<file path="src/hdl/bprq_pkg.sv">
`timescale 1ns / 1ps
// ----------------------------------------------------------------------------
// bprq_pkg: shared types for the button press/release qualifier
// Event kinds, register indexes and the words passed between modules.
// ----------------------------------------------------------------------------
package bprq_pkg;

	typedef enum logic [1:0] {
		KIND_PRESS    = 2'd0,
		KIND_RELEASE  = 2'd1,
		KIND_DURATION = 2'd2
	} kind_t;

	typedef enum logic [1:0] {
		CFG_ACTIVE_LOW    = 2'd0,
		CFG_EVENT_MODE    = 2'd1,
		CFG_RELEASE_COUNT = 2'd2
	} cfg_reg_t;

	localparam int unsigned CFG_INDEX_W = 2;
	localparam int unsigned CFG_DATA_W  = 8;
	localparam int unsigned CNT_W       = 8;
	localparam int unsigned TIME_W      = 32;

	localparam logic [CNT_W-1:0] RELEASE_COUNT_RST = 8'd5;

	typedef struct packed {
		logic             active_low;
		logic             event_mode;
		logic [CNT_W-1:0] release_count;
	} cfg_t;

	typedef struct packed {
		logic              pin_level;
		logic              check_point;
		logic [TIME_W-1:0] now_ticks;
	} item_t;

	typedef struct packed {
		kind_t             kind;
		logic [TIME_W-1:0] time_val;
	} result_t;

endpackage

</file>
<file path="src/hdl/button_press_release_qualifier_top.sv">
`timescale 1ns / 1ps
// ----------------------------------------------------------------------------
// button_press_release_qualifier_top: debounced button press/release events
// Input register, decision core and result register with config registers.
// ----------------------------------------------------------------------------
// Usage:
//   Input channel (in_valid/in_ready) carries one pin sample word per tick:
//   pin_level, check_point strobe and the current now_ticks time.
//   Output channel (out_valid/out_ready) carries event_kind and event_time:
//   press/release times in event mode, held duration in duration mode.
//   Config port: cfg_we writes cfg_data into register cfg_index
//   (0 active_low, 1 event_mode, 2 release_count); write only while idle.
// Timing:
//   A word accepted lands in the input register, is decided by the core
//   combinationally and, once retired, has its result loaded into the
//   result register that drives out_valid. One word per cycle sustained
//   unless out_ready stalls a result; the single decision stage sets the rate.
// Reset:
//   Clears both valid flags and the button state to idle; config returns to
//   active_low=1, event_mode=1, release_count=5.
// Stall:
//   While out_ready is low the result register holds; a word that yields
//   no result still moves through, one with a result waits in the input
//   register and in_ready drops only then.
// ----------------------------------------------------------------------------
module button_press_release_qualifier_top (
	input  logic                                 clk,
	input  logic                                 arst_n,
	input  logic                                 in_valid,
	output logic                                 in_ready,
	input  logic                                 pin_level,
	input  logic                                 check_point,
	input  logic [31:0]                          now_ticks,
	output logic                                 out_valid,
	input  logic                                 out_ready,
	output logic [1:0]                           event_kind,
	output logic [31:0]                          event_time,
	input  logic                                 cfg_we,
	input  logic [bprq_pkg::CFG_INDEX_W-1:0]     cfg_index,
	input  logic [bprq_pkg::CFG_DATA_W-1:0]      cfg_data
);
	import bprq_pkg::*;

	cfg_t    cfg_q;
	logic    valid_s1;
	item_t   item_s1;
	logic    out_valid_q;
	result_t out_q;

	logic    res_valid;
	result_t res;
	logic    go;
	logic    advance;

	// Config registers: take effect at once.
	always_ff @(posedge clk or negedge arst_n) begin
		if (!arst_n) begin
			cfg_q.active_low    <= 1'b1;
			cfg_q.event_mode    <= 1'b1;
			cfg_q.release_count <= RELEASE_COUNT_RST;
		end else if (cfg_we) begin
			unique case (cfg_index)
				CFG_ACTIVE_LOW:    cfg_q.active_low    <= cfg_data[0];
				CFG_EVENT_MODE:    cfg_q.event_mode    <= cfg_data[0];
				CFG_RELEASE_COUNT: cfg_q.release_count <= cfg_data[CNT_W-1:0];
				default: ; // unmapped index: drop
			endcase
		end
	end

	// Stage 1 may retire when it makes no result or the result slot frees.
	assign go       = !res_valid || !out_valid_q || out_ready;
	assign advance  = valid_s1 && go;
	assign in_ready = !valid_s1 || go;

	// Input register: hold the word until the core retires it.
	always_ff @(posedge clk or negedge arst_n) begin
		if (!arst_n) begin
			valid_s1 <= 1'b0;
		end else if (in_ready) begin
			valid_s1 <= in_valid;
		end
	end

	always_ff @(posedge clk) begin
		if (in_ready && in_valid) begin
			item_s1.pin_level   <= pin_level;
			item_s1.check_point <= check_point;
			item_s1.now_ticks   <= now_ticks;
		end
	end

	bprq_core u_core (
		.clk        (clk),
		.arst_n     (arst_n),
		.cfg        (cfg_q),
		.item_valid (valid_s1),
		.item       (item_s1),
		.advance    (advance),
		.res_valid  (res_valid),
		.res        (res)
	);

	// Result register: load on a new result, drop once taken.
	always_ff @(posedge clk or negedge arst_n) begin
		if (!arst_n) begin
			out_valid_q <= 1'b0;
		end else if (advance && res_valid) begin
			out_valid_q <= 1'b1;
		end else if (out_ready) begin
			out_valid_q <= 1'b0;
		end
	end

	always_ff @(posedge clk) begin
		if (advance && res_valid) begin
			out_q <= res;
		end
	end

	assign out_valid  = out_valid_q;
	assign event_kind = out_q.kind;
	assign event_time = out_q.time_val;

	a_no_overwrite: assert property (@(posedge clk) disable iff (!arst_n)
		out_valid_q && !out_ready |-> !(advance && res_valid))
		else $error("result register overwritten while stalled");

	a_stall_holds_s1: assert property (@(posedge clk) disable iff (!arst_n)
		valid_s1 && !go |=> valid_s1 && $stable(item_s1))
		else $error("input register lost a waiting word");

	a_ready_when_empty: assert property (@(posedge clk) disable iff (!arst_n)
		!valid_s1 |-> in_ready)
		else $error("input blocked with empty stage");

endmodule

</file>
<file path="src/hdl/bprq_core.sv">
`timescale 1ns / 1ps
// ----------------------------------------------------------------------------
// bprq_core: press/release decision and button state
// Holds the held flag, press time and inactive count; decides one result.
// ----------------------------------------------------------------------------
module bprq_core (
	input  logic              clk,
	input  logic              arst_n,
	input  bprq_pkg::cfg_t    cfg,
	input  logic              item_valid,
	input  bprq_pkg::item_t   item,
	input  logic              advance,
	output logic              res_valid,
	output bprq_pkg::result_t res
);
	import bprq_pkg::*;

	logic              held_q;
	logic [TIME_W-1:0] press_time_q;
	logic [CNT_W-1:0]  inactive_count_q;

	logic              active;
	logic [CNT_W-1:0]  limit;
	logic [CNT_W-1:0]  cnt_inc;
	logic              held_d;
	logic [TIME_W-1:0] press_time_d;
	logic [CNT_W-1:0]  inactive_count_d;

	assign active  = cfg.active_low ? ~item.pin_level : item.pin_level;
	assign limit   = (cfg.release_count == '0) ? CNT_W'(1) : cfg.release_count;
	assign cnt_inc = inactive_count_q + CNT_W'(1);

	always_comb begin
		held_d           = held_q;
		press_time_d     = press_time_q;
		inactive_count_d = inactive_count_q;
		res_valid        = 1'b0;
		res.kind         = KIND_PRESS;
		res.time_val     = item.now_ticks;
		if (!held_q) begin
			if (active) begin
				held_d           = 1'b1;
				press_time_d     = item.now_ticks;
				inactive_count_d = '0;
				res_valid        = item_valid & cfg.event_mode;
			end
		end else if (item.check_point) begin
			if (active) begin
				inactive_count_d = '0;
			end else if (cnt_inc < limit) begin
				inactive_count_d = cnt_inc;
			end else begin
				// release: report event or held duration
				held_d           = 1'b0;
				inactive_count_d = '0;
				res_valid        = item_valid;
				if (cfg.event_mode) begin
					res.kind = KIND_RELEASE;
				end else begin
					res.kind     = KIND_DURATION;
					res.time_val = item.now_ticks - press_time_q;
				end
			end
		end
	end

	always_ff @(posedge clk or negedge arst_n) begin
		if (!arst_n) begin
			held_q           <= 1'b0;
			press_time_q     <= '0;
			inactive_count_q <= '0;
		end else if (advance) begin
			held_q           <= held_d;
			press_time_q     <= press_time_d;
			inactive_count_q <= inactive_count_d;
		end
	end

	a_press_only_idle: assert property (@(posedge clk) disable iff (!arst_n)
		res_valid && res.kind == KIND_PRESS |-> !held_q)
		else $error("press result while already held");

	a_count_zero_idle: assert property (@(posedge clk) disable iff (!arst_n)
		!held_q |-> inactive_count_q == '0)
		else $error("inactive count nonzero while idle");

	a_release_to_idle: assert property (@(posedge clk) disable iff (!arst_n)
		advance && res_valid && res.kind != KIND_PRESS |=> !held_q)
		else $error("release did not return to idle");

	a_advance_needs_item: assert property (@(posedge clk) disable iff (!arst_n)
		advance |-> item_valid)
		else $error("state advanced without an item");

endmodule
</file>
<file path="config.mk">
export PLATFORM = sky130hd
export DESIGN_NAME = button_press_release_qualifier_top
export DESIGN_NICKNAME = d
export VERILOG_FILES = /design/src/hdl/bprq_pkg.sv /design/src/hdl/button_press_release_qualifier_top.sv /design/src/hdl/bprq_core.sv
export SDC_FILE = /design/constraint.sdc
export NUM_CORES = 1
export LEC_CHECK = 0
export BUFFER_PORTS_ARGS = -buffer_cell sky130_fd_sc_hd__buf_2
export CORE_ASPECT_RATIO = 0.75
export CORE_MARGIN = 4
export CORE_UTILIZATION = 40
export CTS_CLUSTER_DIAMETER = 80
export DETAILED_ROUTE_END_ITERATION = 8
export GPL_TIMING_DRIVEN = 0
export PLACE_DENSITY = 0.71
export SLEW_MARGIN = 25
export SYNTH_ARGS = -nofsm -noshare
export SYNTH_HDL_FRONTEND = slang
export SYNTH_SLANG_ARGS = --single-unit
</file>
<file path="constraint.sdc">
create_clock -name clk -period 5 [get_ports clk]
set_clock_uncertainty 0.15 [all_clocks]
set_input_delay 0.5 -clock clk [delete_from_list [all_inputs] [get_ports clk]]
set_output_delay 0.5 -clock clk [all_outputs]
set_load 0.05 [all_outputs]
</file>
==> results.yml <==
clock_network:
  clockRootBuffer: "clkbuf_16"
  cts_tree: "built"
  cts_sinks: 121
  cts-htree-levels: 4
  cts_buffers: 17
  cts_buffer_depth: 2
  clk_latency_ps: 430
  clk_pin_slew_ps: 50
synth:
  syn-instance-count: 573
  synth_seq_cells: 121
  syn-num-nets: 662
  synth.distinct_cells: 59
  synth-async-reset-ratio_pct: 43.8
  synth.avg_cell_area_um2: 11.3
  yosysSeqAreaShare_pct: 52.1
  synth_edf_count: 68
  yosysWarnings: 0
  synth_area_leaders: "edfxtp_1 (32%), dfrtp_1 (19%), ha_1 (7.5%), mux2_2 (6.4%), o21ai_0 (3.9%)"
  synth_area_um2: 6470
  synthFlopType: "edfxtp_1"
  synth_top_area_share_pct: 31.5
  yosysTopAreaCell: "edfxtp_1"
floorplanning:
  rows: 39
  die_y_um: 118
  core_um2: 15600
  dieArea_um2: 18300
  start_util_pct: 41.6
  die_w_um: 155
  boundaryPins: 85
worst_setup_path:
  critPathRequiredTime_ps: 4350
  reg2regPathDepth: 14
  crit_path_end_kind: "primary output"
  path_max_fanout: 10
  r2r_slack_ps: 1030
  start_kind: "flip-flop"
  arrival_ps: 3470
  reg2reg_to: "item_s1[19]"
  startpoint: "u_core.inactive_count_q[0]"
  worstSetupEndpoint: "in_ready"
  r2r_start: "u_core.inactive_count_q[0]"
  crit_type: "flip-flop to primary output"
power:
  power_density_nw_per_um2: 516
  p_leak_uw: 0.00345
  switching_power_uw: 1320
  clkPwrFrac_pct: 31.0
  power.internal_uw: 2730
  power_frac_comb_pct: 35.9
  vdd_drop_max_mv: 0.227
  switching_share_pct: 32.5
  power_frac_seq_pct: 33.1
sta:
  period_share_pct: 82.5
  fin_crit_ps: 4120
  final_max_slew_viol_count: 0
  max_slew_margin_pct: 51.5
  tns_ps: 0
  hold_viol: 0
  fmax_mhz: 243
  worst_pin_slew_ps: 728
  rsz0062_at_grt: "no"
  setup_viol: 0
placed_design:
  dp_hpwl_mm: 10.5
  gp_congestion: 0.918
  portBuffers: 84
  place_inst: 864
  place_area_um2: 7220
final_layout:
  layout.cells.non_filler: 897
  n_fill_cell: 1346
  nets: 768
  final_area_um2: 7850
  num_antenna_cells: 0
  drive_gt1_share_pct: 26.0
  synthToLayoutAreaGrowth_pct: 21.3
route:
  drt-initial-drc-count: 308
  routedWlPerCell_um: 16.0
  wirelength_mm: 14.3
  avgViaCountPerCell: 5.16
  drc: 0
  first_pass_iters: 5
  vias: 4633
  ant_nets: 0
grt:
  grt_first_pass_wirelength_mm: 23.8
  grt_max_degree: 54
  grt_pass1_vias: 4812
  grt-ovfl-total: 0
  grt.total_usage_pct: 16.5
  antenna_found_initial: 0
job:
  max_cap_viol_count: 0
min_path:
  hold_path_class: "primary input to flip-flop"
status:
  status: "completed"
cells in the final DEF, fill, tap and decap left out, types with 17 or more instances in the layout:
cell,instances
buf_2,87
inv_1,48
clkbuf_16,19
o21ai_0,50
xnor2_1,21
ha_1,39
dfrtp_1,49
a21oi_1,28
nand2_1,52
mux2_2,37
nand3_1,17
edfxtp_1,68
worst min-delay path by stage:
stage,from,endpoint,depth (start not counted)
final,pin_level,item_s1[33],1
after global routing,now_ticks[5],item_s1[5],1
after CTS,pin_level,item_s1[33],1
after detailed placement,u_core.press_time_q[4],u_core.press_time_q[4],1
after global placement,u_core.press_time_q[30],u_core.press_time_q[30],1
after floorplan,arst_n,cfg_q[1],0
sequential cells by signal, summed over array words and instances, names as in the netlist:
register	flops
item_s1	34
out_valid	1
u_core.held_q	1
event_kind	2
cfg_q	10
u_core.press_time_q	32
event_time	32
u_core.inactive_count_q	8
valid_s1	1
worst max-delay path, stage by stage (launching register included):
cell	delay, ps
dfrtp_1	440
ha_1	240
nand3_1	130
nor2_1	180
xor2_1	230
ha_1	280
nor2b_1	140
o21ai_0	160
nand2b_1	150
nor2_4	240
a2bb2oi_2	230
nand2b_1	210
or2_2	160
buf_2	260
cell families after synthesis:
group                    after synthesis  share of synthesized area (%)
multiplexers                          43                           7.46
AO/OA/AOI/OAI                        142                           14.0
buffers and inverters                 64                           4.15
flip-flops                           121                           52.1
XOR/XNOR                              36                           4.87
adder cells (fa/ha/maj)               40                           7.85
AND/OR/NAND/NOR                      127                           9.58
cell usage after synthesis, drive strengths merged, types with 3 or more instances:
cell type	instances
edfxtp	68
o21ai	58
nand2	52
dfrtp	49
inv	48
mux2	42
ha	39
a21oi	28
xnor2	21
nand3	17
nor2	16
a21o	15
xor2	15
nand2b	10
clkbuf	9
buf	7
and3	6
nor2b	6
o21a	5
and2	4
dfstp	4
nor3	4
or2	4
a211oi	3
a31oi	3
a41oi	3
nand4	3
o211ai	3
o31a	3
o31ai	3
power by group through the flow:
stage,clock [µW],combinational [µW],sequential (µW)
3_5_place_dp,0,1430,1360
6_report,1260,1450,1340
4_1_cts,1280,1450,1340
5_1_grt,1330,1630,1370
3_3_place_gp,0,1370,1350
2_1_floorplan,0,1140,1340
layer usage:
| metal | part of all wire (%) | vias to the layer above | track usage (%) |
|---|---|---|---|
| li1 | - | 2284 | - |
| met1 | 47 | 2210 | 22.0 |
| met2 | 46 | 119 | 25.2 |
| met3 | 5.1 | 20 | 4.68 |
| met4 | 1.7 | 0 | 7.17 |
| met5 | 0 | - | 0 |
area by class of cell:
| class | instances | area [µm²] | share of cell area, % |
|---|---|---|---|
| plain buffers | 16 | 88.8 | 1.13 |
| clock buffers | 28 | 579 | 7.38 |
| clock inverters | 4 | 46.3 | 0.589 |
| inverters | 48 | 180 | 2.29 |
| multi-input cells | 388 | 2840 | 36.2 |
| flip-flops and latches | 121 | 3370 | 43.0 |
| well taps | 205 | 256 | 3.27 |
| repair buffers | 87 | 488 | 6.21 |
metrics by stage:
step	hold slack, ps	util, %	setup slack, ps	power [µW]
floorplan	54.4	-	834	2480
global placement	317	45.9	-303	2720
detailed placement	327	46.4	1070	2800
CTS	73.3	50.5	863	4070
global route	78.0	50.5	632	4330
finish	91.3	50.5	877	4050
timing repair:
action / in CTS / in global routing
endpoints found under the hold margin: 6 / 0
gates resized for setup: 0 / 0
hold buffers: 1 / 0
setup buffers: 0 / 0
(Power assumes the default switching activity.)
